## src/ndtp_pkg.sv

```systemverilog
// Shared types, constants and helpers for the numeric date-time parser.
`timescale 1ns / 1ps
`default_nettype none

package ndtp_pkg;

  localparam logic [6:0] DefCenturyReset = 7'd19;
  localparam logic [6:0] MaxCentury      = 7'd99;

  localparam logic [7:0] ChSpace = 8'h20;
  localparam logic [7:0] ChPlus  = 8'h2B;
  localparam logic [7:0] ChZero  = 8'h30;
  localparam logic [7:0] ChNine  = 8'h39;

  localparam logic [2:0] FldCentury = 3'd0;
  localparam logic [2:0] FldYear    = 3'd1;
  localparam logic [2:0] FldMonth   = 3'd2;
  localparam logic [2:0] FldDay     = 3'd3;
  localparam logic [2:0] FldHour    = 3'd4;
  localparam logic [2:0] FldMinute  = 3'd5;
  localparam logic [2:0] FldSecond  = 3'd6;

  typedef enum logic [9:0] {
    PH_BLANK   = 10'b00_0000_0001,
    PH_CENTURY = 10'b00_0000_0010,
    PH_YEAR    = 10'b00_0000_0100,
    PH_MONTH   = 10'b00_0000_1000,
    PH_DAY     = 10'b00_0001_0000,
    PH_HOUR    = 10'b00_0010_0000,
    PH_MINUTE  = 10'b00_0100_0000,
    PH_SECOND  = 10'b00_1000_0000,
    PH_DONE    = 10'b01_0000_0000,
    PH_BAD     = 10'b10_0000_0000
  } ndtp_phase_e;

  typedef struct packed {
    logic        valid_res;
    logic [2:0]  failed_field;
    logic [13:0] year;
    logic [3:0]  month;
    logic [4:0]  day;
    logic [4:0]  hour;
    logic [5:0]  minute;
    logic [5:0]  second;
    logic [1:0]  time_fields_given;
    logic        leap_year;
  } ndtp_res_t;

  // Field number of a field phase; 0 for the others.
  function automatic logic [2:0] fld_idx(ndtp_phase_e ph);
    logic [2:0] idx;
    case (ph)
      PH_CENTURY: idx = FldCentury;
      PH_YEAR:    idx = FldYear;
      PH_MONTH:   idx = FldMonth;
      PH_DAY:     idx = FldDay;
      PH_HOUR:    idx = FldHour;
      PH_MINUTE:  idx = FldMinute;
      PH_SECOND:  idx = FldSecond;
      default:    idx = FldCentury;
    endcase
    return idx;
  endfunction

  function automatic ndtp_phase_e next_phase(ndtp_phase_e ph);
    ndtp_phase_e nx;
    case (ph)
      PH_CENTURY: nx = PH_YEAR;
      PH_YEAR:    nx = PH_MONTH;
      PH_MONTH:   nx = PH_DAY;
      PH_DAY:     nx = PH_HOUR;
      PH_HOUR:    nx = PH_MINUTE;
      PH_MINUTE:  nx = PH_SECOND;
      default:    nx = PH_DONE;
    endcase
    return nx;
  endfunction

  // Days in month, February without leap adjustment; 0 for no month.
  function automatic logic [4:0] month_days(logic [3:0] m);
    logic [4:0] n;
    case (m)
      4'd1, 4'd3, 4'd5, 4'd7, 4'd8, 4'd10, 4'd12: n = 5'd31;
      4'd4, 4'd6, 4'd9, 4'd11:                    n = 5'd30;
      4'd2:                                       n = 5'd28;
      default:                                    n = 5'd0;
    endcase
    return n;
  endfunction

  // Gregorian leap test on century*100 + yl, both below 100.
  function automatic logic is_leap(logic [6:0] cen, logic [6:0] yl);
    logic lp;
    if (yl != 7'd0) begin
      lp = (yl[1:0] == 2'b00);
    end else begin
      lp = (cen[1:0] == 2'b00);
    end
    return lp;
  endfunction

endpackage

`default_nettype wire

```

## src/ndtp_core.sv

```systemverilog
// Parser state and per-character next-state logic; builds the result on an end request.
`timescale 1ns / 1ps
`default_nettype none

module ndtp_core import ndtp_pkg::*; (
  input  wire logic       clk_i,
  input  wire logic       rst_ni,
  input  wire logic       accept_i,
  input  wire logic [7:0] ch_i,
  input  wire logic       is_end_i,
  input  wire logic [6:0] default_century_i,
  output ndtp_res_t       res_o
);

  ndtp_phase_e phase_q, phase_d;
  logic [3:0]  first_q, first_d;
  logic        has_dig_q, has_dig_d;
  logic        skip_q, skip_d;
  logic [6:0]  century_q, century_d;
  logic [6:0]  year_lo_q, year_lo_d;
  logic [3:0]  month_q, month_d;
  logic [4:0]  day_q, day_d;
  logic [4:0]  hour_q, hour_d;
  logic [5:0]  minute_q, minute_d;
  logic [5:0]  second_q, second_d;
  logic [1:0]  given_q, given_d;
  logic [2:0]  bad_fld_q, bad_fld_d;

  logic        is_dig;
  logic [6:0]  val;
  logic        do_field;
  ndtp_phase_e cur_ph;
  logic [4:0]  day_lim;
  logic        ok;
  logic        leap_now;

  assign is_dig = (ch_i >= ChZero) && (ch_i <= ChNine);
  assign val    = {first_q, 3'b000} + {2'b00, first_q, 1'b0} + {3'b000, ch_i[3:0]};
  assign leap_now = is_leap(century_q, year_lo_q);

  always_comb begin
    day_lim = month_days(month_q);
    if ((month_q == 4'd2) && leap_now) begin
      day_lim = 5'd29;
    end
  end

  always_comb begin
    phase_d   = phase_q;
    first_d   = first_q;
    has_dig_d = has_dig_q;
    skip_d    = skip_q;
    century_d = century_q;
    year_lo_d = year_lo_q;
    month_d   = month_q;
    day_d     = day_q;
    hour_d    = hour_q;
    minute_d  = minute_q;
    second_d  = second_q;
    given_d   = given_q;
    bad_fld_d = bad_fld_q;
    do_field  = 1'b0;
    cur_ph    = phase_q;
    ok        = 1'b1;

    if (accept_i) begin
      if (is_end_i) begin
        phase_d   = PH_BLANK;
        first_d   = 4'd0;
        has_dig_d = 1'b0;
        skip_d    = 1'b0;
        century_d = 7'd0;
        year_lo_d = 7'd0;
        month_d   = 4'd0;
        day_d     = 5'd0;
        hour_d    = 5'd0;
        minute_d  = 6'd0;
        second_d  = 6'd0;
        given_d   = 2'd0;
        bad_fld_d = 3'd0;
      end else begin
        case (phase_q)
          PH_BLANK: begin
            if (ch_i == ChPlus) begin
              phase_d = PH_CENTURY;
            end else if (ch_i != ChSpace) begin
              century_d = (default_century_i > MaxCentury) ? MaxCentury : default_century_i;
              phase_d   = PH_YEAR;
              cur_ph    = PH_YEAR;
              do_field  = 1'b1;
            end
          end
          PH_CENTURY, PH_YEAR, PH_MONTH, PH_DAY,
          PH_HOUR, PH_MINUTE, PH_SECOND: begin
            do_field = 1'b1;
          end
          default: begin
            do_field = 1'b0;
          end
        endcase

        if (do_field) begin
          if (!has_dig_q) begin
            if (is_dig) begin
              first_d   = ch_i[3:0];
              has_dig_d = 1'b1;
            end else begin
              skip_d = 1'b1;
            end
          end else if (!is_dig) begin
            phase_d   = PH_BAD;
            bad_fld_d = fld_idx(cur_ph);
          end else begin
            case (cur_ph)
              PH_CENTURY: century_d = val;
              PH_YEAR:    year_lo_d = val;
              PH_MONTH: begin
                ok = (val >= 7'd1) && (val <= 7'd12);
                month_d = val[3:0];
              end
              PH_DAY: begin
                ok = (val >= 7'd1) && (val <= {2'b00, day_lim});
                day_d = val[4:0];
              end
              PH_HOUR: begin
                ok = (val <= 7'd23);
                hour_d  = val[4:0];
                given_d = 2'd1;
              end
              PH_MINUTE: begin
                ok = (val <= 7'd59);
                minute_d = val[5:0];
                given_d  = 2'd2;
              end
              default: begin
                ok = (val <= 7'd59);
                second_d = val[5:0];
                given_d  = 2'd3;
              end
            endcase
            if (ok) begin
              phase_d   = next_phase(cur_ph);
              has_dig_d = 1'b0;
              skip_d    = 1'b0;
              first_d   = 4'd0;
            end else begin
              // keep stored fields as they were; bad string reports zeros anyway
              month_d   = month_q;
              day_d     = day_q;
              hour_d    = hour_q;
              minute_d  = minute_q;
              second_d  = second_q;
              given_d   = given_q;
              phase_d   = PH_BAD;
              bad_fld_d = fld_idx(cur_ph);
            end
          end
        end
      end
    end
  end

  // Result for an end request, from the current state.
  always_comb begin
    logic       good;
    logic [2:0] bf;
    good = 1'b0;
    bf   = bad_fld_q;
    case (phase_q)
      PH_BLANK: bf = FldYear;
      PH_CENTURY, PH_YEAR, PH_MONTH, PH_DAY: bf = fld_idx(phase_q);
      PH_HOUR, PH_MINUTE, PH_SECOND: begin
        if (has_dig_q || skip_q) begin
          bf = fld_idx(phase_q);
        end else begin
          good = 1'b1;
        end
      end
      PH_DONE: good = 1'b1;
      default: bf = bad_fld_q;
    endcase

    res_o = '0;
    if (good) begin
      res_o.valid_res         = 1'b1;
      res_o.year              = 14'(century_q) * 14'd100 + 14'(year_lo_q);
      res_o.month             = month_q;
      res_o.day               = day_q;
      res_o.hour              = hour_q;
      res_o.minute            = minute_q;
      res_o.second            = second_q;
      res_o.time_fields_given = given_q;
      res_o.leap_year         = leap_now;
    end else begin
      res_o.failed_field = bf;
    end
  end

  always_ff @(posedge clk_i or negedge rst_ni) begin
    if (!rst_ni) begin
      phase_q   <= PH_BLANK;
      first_q   <= 4'd0;
      has_dig_q <= 1'b0;
      skip_q    <= 1'b0;
      century_q <= 7'd0;
      year_lo_q <= 7'd0;
      month_q   <= 4'd0;
      day_q     <= 5'd0;
      hour_q    <= 5'd0;
      minute_q  <= 6'd0;
      second_q  <= 6'd0;
      given_q   <= 2'd0;
      bad_fld_q <= 3'd0;
    end else begin
      phase_q   <= phase_d;
      first_q   <= first_d;
      has_dig_q <= has_dig_d;
      skip_q    <= skip_d;
      century_q <= century_d;
      year_lo_q <= year_lo_d;
      month_q   <= month_d;
      day_q     <= day_d;
      hour_q    <= hour_d;
      minute_q  <= minute_d;
      second_q  <= second_d;
      given_q   <= given_d;
      bad_fld_q <= bad_fld_d;
    end
  end

  ap_done_clean: assert property (@(posedge clk_i) disable iff (!rst_ni)
    (phase_q == PH_DONE) |-> (!has_dig_q && given_q == 2'd3))
    else $error("done phase with pending digit or missing time fields");

  ap_end_clears: assert property (@(posedge clk_i) disable iff (!rst_ni)
    (accept_i && is_end_i) |=> (phase_q == PH_BLANK && !has_dig_q && !skip_q))
    else $error("end request did not clear the parser");

  ap_month_range: assert property (@(posedge clk_i) disable iff (!rst_ni)
    (phase_q == PH_DAY) |-> (month_q >= 4'd1 && month_q <= 4'd12))
    else $error("day field reached without a valid month");

endmodule

`default_nettype wire

```

## src/numeric_date_time_parser_top.sv

```systemverilog
// Top level of the numeric date-time parser: config register, parser core, result register.
//
// Usage:
//   Input channel (in_valid_i / in_stall_o) carries one character per request in ch_i;
//   is_end_i marks the end of a string and ch_i is then ignored. Plain characters
//   update the parser state and give no result. An end request gives exactly one
//   result on the output channel (out_valid_o / out_stall_i) and clears the parser.
//   cfg_we_i writes default_century from cfg_wdata_i; write only while idle.
//   Throughput: one request per cycle while in_stall_o is low. Latency: the result of an end request is
//   presented the cycle after it is accepted, from a single result register.
//   Each character passes through one level of next-state logic into the parser
//   state registers.
//   When the receiver stalls with a result held, in_stall_o is raised and no
//   request is taken until the result drains; the held result does not change.
//   Reset clears the parser, empties the result register and sets
//   default_century to 19.
`timescale 1ns / 1ps
`default_nettype none

module numeric_date_time_parser_top import ndtp_pkg::*; (
  input  wire logic        clk_i,
  input  wire logic        rst_ni,
  input  wire logic        cfg_we_i,
  input  wire logic [6:0]  cfg_wdata_i,
  input  wire logic        in_valid_i,
  output logic             in_stall_o,
  input  wire logic [7:0]  ch_i,
  input  wire logic        is_end_i,
  output logic             out_valid_o,
  input  wire logic        out_stall_i,
  output logic             valid_res_o,
  output logic [2:0]       failed_field_o,
  output logic [13:0]      year_o,
  output logic [3:0]       month_o,
  output logic [4:0]       day_o,
  output logic [4:0]       hour_o,
  output logic [5:0]       minute_o,
  output logic [5:0]       second_o,
  output logic [1:0]       time_fields_given_o,
  output logic             leap_year_o
);

  logic [6:0] def_cen_q;
  logic       out_vld_q, out_vld_d;
  ndtp_res_t  res_q;
  ndtp_res_t  core_res;
  logic       in_acc;
  logic       end_acc;

  assign in_stall_o = out_vld_q && out_stall_i;
  assign in_acc     = in_valid_i && !in_stall_o;
  assign end_acc    = in_acc && is_end_i;

  ndtp_core u_core (
    .clk_i             (clk_i),
    .rst_ni            (rst_ni),
    .accept_i          (in_acc),
    .ch_i              (ch_i),
    .is_end_i          (is_end_i),
    .default_century_i (def_cen_q),
    .res_o             (core_res)
  );

  always_ff @(posedge clk_i or negedge rst_ni) begin
    if (!rst_ni) begin
      def_cen_q <= DefCenturyReset;
    end else if (cfg_we_i) begin
      def_cen_q <= cfg_wdata_i;
    end
  end

  always_comb begin
    out_vld_d = out_vld_q && out_stall_i;
    if (end_acc) begin
      out_vld_d = 1'b1;
    end
  end

  always_ff @(posedge clk_i or negedge rst_ni) begin
    if (!rst_ni) begin
      out_vld_q <= 1'b0;
    end else begin
      out_vld_q <= out_vld_d;
    end
  end

  always_ff @(posedge clk_i) begin
    if (end_acc) begin
      res_q <= core_res;
    end
  end

  assign out_valid_o         = out_vld_q;
  assign valid_res_o         = res_q.valid_res;
  assign failed_field_o      = res_q.failed_field;
  assign year_o              = res_q.year;
  assign month_o             = res_q.month;
  assign day_o               = res_q.day;
  assign hour_o              = res_q.hour;
  assign minute_o            = res_q.minute;
  assign second_o            = res_q.second;
  assign time_fields_given_o = res_q.time_fields_given;
  assign leap_year_o         = res_q.leap_year;

  ap_end_gives_result: assert property (@(posedge clk_i) disable iff (!rst_ni)
    end_acc |=> out_vld_q)
    else $error("accepted end request produced no result");

  ap_stall_only_full: assert property (@(posedge clk_i) disable iff (!rst_ni)
    in_stall_o |-> out_vld_q)
    else $error("input stalled with empty result register");

  ap_valid_no_fail: assert property (@(posedge clk_i) disable iff (!rst_ni)
    (out_vld_q && res_q.valid_res) |-> (res_q.failed_field == FldCentury &&
      res_q.month >= 4'd1 && res_q.month <= 4'd12))
    else $error("valid result with failed field or bad month");

  ap_bad_zeroed: assert property (@(posedge clk_i) disable iff (!rst_ni)
    (out_vld_q && !res_q.valid_res) |-> (res_q.year == 14'd0 &&
      res_q.time_fields_given == 2'd0 && !res_q.leap_year))
    else $error("bad result carries nonzero fields");

endmodule

`default_nettype wire

```

## config.mk

```make
export PLATFORM = sky130hd
export DESIGN_NAME = numeric_date_time_parser_top
export DESIGN_NICKNAME = d
export VERILOG_FILES = /design/src/ndtp_pkg.sv /design/src/ndtp_core.sv /design/src/numeric_date_time_parser_top.sv
export SDC_FILE = /design/constraint.sdc
export NUM_CORES = 1
export LEC_CHECK = 0
export BUFFER_PORTS_ARGS = -buffer_cell sky130_fd_sc_hd__buf_4
export CORE_AREA = 4 4 128 130
export DETAILED_ROUTE_END_ITERATION = 6
export DIE_AREA = 0 0 132 134
export PLACE_DENSITY = 0.66
export SLEW_MARGIN = 20
export SYNTH_ARGS = -nofsm -noshare
export SYNTH_HDL_FRONTEND = slang
export SYNTH_SLANG_ARGS = --single-unit
export TNS_END_PERCENT = 5
```

## constraint.sdc

```tcl
create_clock -name clk_i -period 8.35 [get_ports clk_i]
set_input_delay 0.4175 -clock clk_i [delete_from_list [all_inputs] [get_ports clk_i]]
set_output_delay 0.4175 -clock clk_i [all_outputs]
set_load 0.05 [all_outputs]
```

Word-level counts from Yosys, hierarchy flattened
Memories as Yosys holds them, arrays and structs flattened.
Index checks and enable logic that the tools add are counted.
{"block": "word_totals", "reg_bits": 116, "mem_bits_ro": 80, "in_bits": 21, "wordCells": 208, "memories": 1}
{"block": "op_classes", "add_sub_neg": 3, "multipliers": 1, "order_cmp": 8, "n_eq_ne": 25, "muxes": 107, "reduce_logical": 38}
{"name": "(name not given)", "words": 16, "word_bits": 5, "read_ports": 1, "rd_clocked_by_memory_dff": 0, "wr": 0, "line_no": "ndtp_pkg.sv:82", "rtl": "case (m)"}
{"cell": "$mux 10", "n": 12}
{"cell": "$mux 7", "n": 14}
{"cell": "$mux 6", "n": 12}
{"cell": "$mux 5", "n": 13}
{"cell": "$pmux 9 s6", "n": 1}
{"cell": "$mux 4", "n": 12}
{"cell": "$pmux 3 s6", "n": 2}
{"cell": "$reduce_and 6->1", "n": 6}
{"cell": "$mux 1", "n": 25}
{"cell": "$eq 10x2->1 const B", "n": 2}
{"cell": "$eq 10x3->1 const B", "n": 2}
{"cell": "$eq 10x4->1 const B", "n": 2}
{"cell": "$eq 10x5->1 const B", "n": 2}
{"cell": "$eq 10x6->1 const B", "n": 2}
{"cell": "$eq 10x7->1 const B", "n": 2}
{"cell": "$eq 10x8->1 const B", "n": 2}
{"cell": "$mux 3", "n": 6}
{"cell": "$reduce_bool 2->1", "n": 9}
{"cell": "$add 14x7->14", "n": 1}
{"cell": "$mul 7x5->12 const B", "n": 1}
{"cell": "$eq 10x1->1 const B", "n": 1}
{"cell": "$eq 10x9->1 const B", "n": 1}
{"cell": "$mux 2", "n": 5}
{"cell": "$reduce_and 5->1", "n": 2}
{"cell": "32 further kinds", "n": 45}

Longest topological paths before layout
{"block": "logic_depth", "ltp_word": 19, "mapped_depth": 17, "mapped_depth_nobuf": 17}

By module
A second synthesis with hierarchy kept.
{"block": "hier_totals", "cells_unflattened": 645, "area_unflattened_um2": 6800.3}
{"module": "ndtp_core", "n_inst": 1, "cells_each": 577, "area_per_inst_um2": 5042.3}
{"module": "numeric_date_time_parser_top", "n_inst": 1, "cells_each": 68, "area_per_inst_um2": 1757.9}

Worst setup path before layout
OpenSTA, ideal clock, no wires.
{"block": "synth_timing", "path_type": "input to register", "startpoint": "input ch_i[3]", "endpoint": "register u_core.day_q[0]", "setup_time_ns": 0.126, "t_arrival_ns": 3.651, "path_slack_ns": 4.574, "cell_stages": 14, "path_buffers": 0, "path_cell_list": "inv_1 -> fa_1 -> inv_1 -> fa_1 -> xnor2_1 -> inv_1 -> ha_1 -> mux2i_1 -> a21oi_1 -> o31ai_2 -> a211oi_4 -> a21oi_2 -> nor3b_1 -> a221o_1"}
{"block": "synth_via", "elab_chain_len": 16, "elab_cells_between_ends": 40}
{"item": "from (decl)", "line_no": "numeric_date_time_parser_top.sv:27", "rtl": "input wire logic [7:0] ch_i,"}
{"item": "$ne 8x6->1", "line_no": "ndtp_core.sv:86", "rtl": "end else if (ch_i != ChSpace) begin"}
{"item": "$mux 10", "line_no": "ndtp_core.sv:86"}
{"item": "$mux 10", "line_no": "ndtp_core.sv:84", "rtl": "if (ch_i == ChPlus) begin"}
{"item": "$mux 10", "line_no": "ndtp_core.sv:82", "rtl": "case (phase_q)"}
{"item": "$mux 10", "line_no": "ndtp_core.sv:67", "rtl": "if (is_end_i) begin"}
{"item": "$mux 10", "line_no": "ndtp_core.sv:66", "rtl": "if (accept_i) begin"}
{"item": "$eq 10x2->1 / $eq 10x3->1 (equally long branches)", "line_no": "ndtp_core.sv:114", "rtl": "case (cur_ph)"}
{"item": "$reduce_or 2->1 (no source line)"}
{"item": "$pmux 1 s4", "line_no": "ndtp_core.sv:114"}
{"item": "$mux 1", "line_no": "ndtp_core.sv:110", "rtl": "end else if (!is_dig) begin"}
{"item": "$mux 1", "line_no": "ndtp_core.sv:103", "rtl": "if (!has_dig_q) begin"}
{"item": "$mux 1", "line_no": "ndtp_core.sv:102", "rtl": "if (do_field) begin"}
{"item": "$mux 1", "line_no": "ndtp_core.sv:67"}
{"item": "$mux 1", "line_no": "ndtp_core.sv:66"}
{"item": "$reduce_bool 2->1 (no source line)"}
{"item": "$reduce_and 6->1 (no source line) *"}
{"item": "to (signal assigned)", "line_no": "ndtp_core.sv:222", "rtl": "day_q <= day_d;"}
{"item": "to (decl)", "line_no": "ndtp_core.sv:22", "rtl": "logic [4:0] day_q, day_d;"}
Every way passes the cells marked *; elsewhere a longest branch is shown, timed or not. The select of a mux whose other input is x is not followed.
A chain may end at the register's enable or synchronous reset.

Worst setup path after layout
{"block": "layout_timing", "startpoint": "register u_core.first_q[0]", "endpoint": "register u_core.day_q[0]"}
{"block": "layout_via", "elab_chain_len": 12, "elab_cells_between_ends": 17}
{"item": "from (decl)", "line_no": "ndtp_core.sv:16", "rtl": "logic [3:0] first_q, first_d;"}
{"item": "from (signal assigned)", "line_no": "ndtp_core.sv:216", "rtl": "first_q <= first_d;"}
{"item": "$add 7x5->7 *", "line_no": "ndtp_core.sv:38", "rtl": "assign val = {first_q, 3'b000} + {2'b00, first_q, 1'b0} + {3'b000, ch_i[3:0]};"}
{"item": "$add 7x4->7 *", "line_no": "ndtp_core.sv:38"}
{"item": "$ge 7x1->1, or another cell as far along", "line_no": "ndtp_core.sv:118, ndtp_core.sv:122"}
{"item": "$logic_and 1x1->1, on equally long branches", "line_no": "ndtp_core.sv:122, ndtp_core.sv:118"}
{"item": "$pmux 1 s4 *", "line_no": "ndtp_core.sv:114"}
{"item": "$mux 1 *", "line_no": "ndtp_core.sv:110"}
{"item": "$mux 1 *", "line_no": "ndtp_core.sv:103"}
{"item": "$mux 1 *", "line_no": "ndtp_core.sv:102"}
{"item": "$mux 1 *", "line_no": "ndtp_core.sv:67"}
{"item": "$mux 1 *", "line_no": "ndtp_core.sv:66"}
{"item": "$reduce_bool 2->1 (no source line) *"}
{"item": "$reduce_and 6->1 (no source line) *"}
Marks and branches as above.

==> results.cfg <==
[power]
p_int_mw = 1.37
share_comb_of_total_power_pct = 26.2
finalPower_mw = 2.01
peakVddDrop_mv = 0.157
p_switching_mw = 0.641
pwr-share-clk_pct = 37.7
p_per_area_nw_per_um2 = 252
p_leak_nw = 3.51
sw_frac_of_total_pct = 31.8
power_frac_seq_pct = 36.1

[detailed_routing]
wirelength_um = 17100
avgRoutedWirePerCell_um = 18.6
avgViaCountPerCell = 5.87
drc = 0
drtIter0Drc = 427
drtPass1Iterations = 5
num_vias = 5404
drt.antenna.violating_nets = 0

[global_routing]
grt_max_degree = 70
grt_usage_pct = 20.1
grt_antenna_before_repair = 0
grt_pass1_vias = 5335
grt_pass1_wl_um = 28200
grt_overflow = 0

[sta]
clock_skew_ps = 8.66
setup_tns_ps = 0
slew_violations = 0
hold_viol = 0
rsz0062_at_grt = no
slew_headroom_pct = 36.7
tightest_slew_ps = 949
fin_crit_sh_pct = 50.3
fmax_mhz = 238
setup_viol = 0
period_minus_slack_ps = 4200

[clock_tree]
clockBufferDepth = 2
path_clk_slew_ps = 60
post_cts_buffers = 0
hold_buffers = 0
numCtsBuffers = 17
cts-htree-levels = 4
clock_latency_ps = 420
cts.sinks = 116
root_buffer = clkbuf_16
cts_resized = 0
cts_tree = built

[final_layout]
ff_latch_area_um2 = 3140
fillers = 1327
fin_cells = 920
nNetsFinal = 789
areaGrowthSynthToFinish_pct = 18.7
n_antenna_cell = 0
drive_gt1_share_pct = 17.2
postLayoutCellArea_um2 = 8000
fin_util_pct = 52.8
multi_input_comb_area_um2 = 3350

[floorplan]
ios = 70
die_w_um = 132
core_area_um2 = 15100
dieHeight_um = 134
start_util_pct = 44.5
die-area_um2 = 17700
placement_rows = 45

[critical_path]
cp-start-kind = register
crit_arrival_ps = 4500
worstPathRequired_ps = 8650
crit_top_cell = inv_1
worstPathCellList = inv_1 > fa_1 > inv_1 > fa_1 > xnor2_1 > inv_1 > ha_1 > a211oi_1 > a21oi_1 > o31ai_2 > a211oi_4 > a21oi_2 > nor3b_1 > a221o_1
critPathCaptureType = register
crit_path_top_delay_cell = fa_1
crit_type = register to register
slowest_delay_ps = 510
worst-path-max-fanout = 10

[synth]
syn-cell-area_um2 = 6740
synth.distinct_cells = 62
dominantRegCellSynth = dfrtp_1
synth_top_cell_by_area = dfrtp_1
synth_top_cell_area_share_pct = 24.1
syn_avg_cell_area_um2 = 10.3
synth_edf_count = 47
ys_seq_elements = 116
ys_warn_count = 0
synth_fp_nets = 727
netlist_instances = 657
async_reset_ff_share_pct = 59.5
synth.area.top_cells = dfrtp_1, edfxtp_1, ha_1
yosysSeqAreaShare_pct = 46.6

[run_status]
status = completed

[worst_hold_path]
hold_class = primary input to async pin

[place]
dpl_cell_area_um2 = 7390
place_hpwl_um = 12200
port_buffers = 69
place_inst = 888
gp_congestion = 0.906

[flow_run]
maxCapViolations = 0
## final timing paths
kind / from / to / slack [ps] / cells after the start
setup / recovery: u_core.first_q[0] / u_core.day_q[0] / 4150 / 14
hold / removal: rst_ni / u_core.skip_q / 110 / 1
setup reg to reg: u_core.first_q[0] / u_core.day_q[0] / 4150 / 14
hold reg to reg: u_core.minute_q[3] / u_core.minute_q[3] / 520 / 2
max in group asynchronous: rst_ni / u_core.century_q[6] / 7640 / 1
min in group clk_i: cfg_wdata_i[5] / def_cen_q[5] / 230 / 2
## cell usage in the layout (no fill, tap or decap), types with 5 or more instances in the layout
cell type  netlist  layout
a211oi_1         5       5
a21oi_1         23      23
a221o_1         14      14
a22o_1          11      11
a22oi_1         12      12
a31oi_1          5       5
and2_1          37      37
and3_1           5       5
buf_4            2      71
clkbuf_16        0      17
dfrtp_1         65      65
edfxtp_1        47      47
fa_1             5       5
ha_1            44      44
inv_1           35      34
mux2_2           7       7
nand2_1         48      48
nand2b_1         5       5
nand3_1         11      11
nand4_1          6       6
nor2_1          55      55
nor2b_1          5       5
nor3_1          18      18
nor3b_1         16      16
nor4_1           6       6
o211ai_1         8       8
o21ai_0         30      30
o21ai_1         18      18
o31ai_1          6       6
xnor2_1         12      12
xor2_1          10      10
## synthesized netlist by cell type (4+ instances only)
master	count
a21o_1	4
mux2i_1	4
inv_1	35
a211oi_1	5
a22oi_1	12
nand4b_1	4
nor3_1	18
dfstp_2	4
o41ai_1	4
ha_1	44
edfxtp_1	47
buf_2	7
o31ai_1	6
nand2_1	48
nor4_1	6
o21a_1	4
xnor2_1	12
xor2_1	10
or4_1	4
dfrtp_1	65
and3_1	5
a21oi_1	23
mux2_2	7
a22o_1	11
nor2b_1	5
o211ai_1	8
nor2_1	55
or3_1	4
clkbuf_1	19
a31oi_1	5
nand4_1	6
o21ai_0	30
nand3_1	11
nand2b_1	5
o21ai_1	18
nor3b_1	16
and2_1	37
fa_1	5
a21oi_2	4
a221o_1	14
## per-layer routing
layer,share of wire [%],global-route usage [%],wire [µm]
met3,6.0,4.73,1030
met2,45,30.8,7700
met1,46,27.0,7790
met4,3.4,9.51,588
met5,0,0,0
## state kept, by name, summed over array words and instances, names as in the netlist, 4 cells and up
| register | count |
|---|---|
| day_o | 5 |
| def_cen_q | 7 |
| hour_o | 5 |
| minute_o | 6 |
| month_o | 4 |
| second_o | 6 |
| u_core.century_q | 7 |
| u_core.day_q | 5 |
| u_core.first_q | 4 |
| u_core.hour_q | 5 |
| u_core.minute_q | 6 |
| u_core.month_q | 4 |
| u_core.phase_q | 10 |
| u_core.second_q | 6 |
| u_core.year_lo_q | 7 |
| year_o | 14 |
## stage by stage
stage               hold WS (ps)  worst slack, ps
detailed placement           511             3980
floorplan                    122             4570
CTS                          164             4130
finish                       112             4150
global route                 206             3810
global placement             491             4130
## power groups by stage
stage / sequential, mW / combinational, mW / clock (mW)
floorplan: 0.742 / 0.369 / 0
global placement: 0.732 / 0.506 / 0
detailed placement: 0.736 / 0.517 / 0
CTS: 0.726 / 0.526 / 0.768
global route: 0.736 / 0.590 / 0.799
finish: 0.728 / 0.528 / 0.759
## worst max-delay path, delay by kind of cell, from the launching register on
family	cells	cell delay, ps
AOI/OAI and AO/OA	6	1660
xor gates and xnor gates	1	370
adders and majority gates	3	1230
buffers and inverters	3	350
DFF	1	370
and+or+nand+nor	1	100
## kinds of logic (layout without fill, tap and decap cells)
logic type               count (synthesis)  count (layout)  synth area share (%)
AO/OA/AOI/OAI                          161             161                  16.7
XOR/XNOR                                22              22                  2.86
adder cells (fa/ha/maj)                 49              49                  9.65
buffers and inverters                   63             138                  3.75
flip-flops                             116             116                  46.6
multiplexers                            11              11                  1.76
AND/OR/NAND/NOR                        235             235                  18.6
## layout make-up
| class | instances | area share (%) |
|---|---|---|
| multi-input cells | 478 | 41.9 |
| flip-flops and latches | 116 | 39.3 |
| repair buffers | 71 | 6.66 |
| clock buffers | 22 | 5.67 |
| well taps | 188 | 2.94 |
| clock inverters | 10 | 1.95 |
| inverters | 35 | 1.64 |
(Power assumes the default switching activity.)
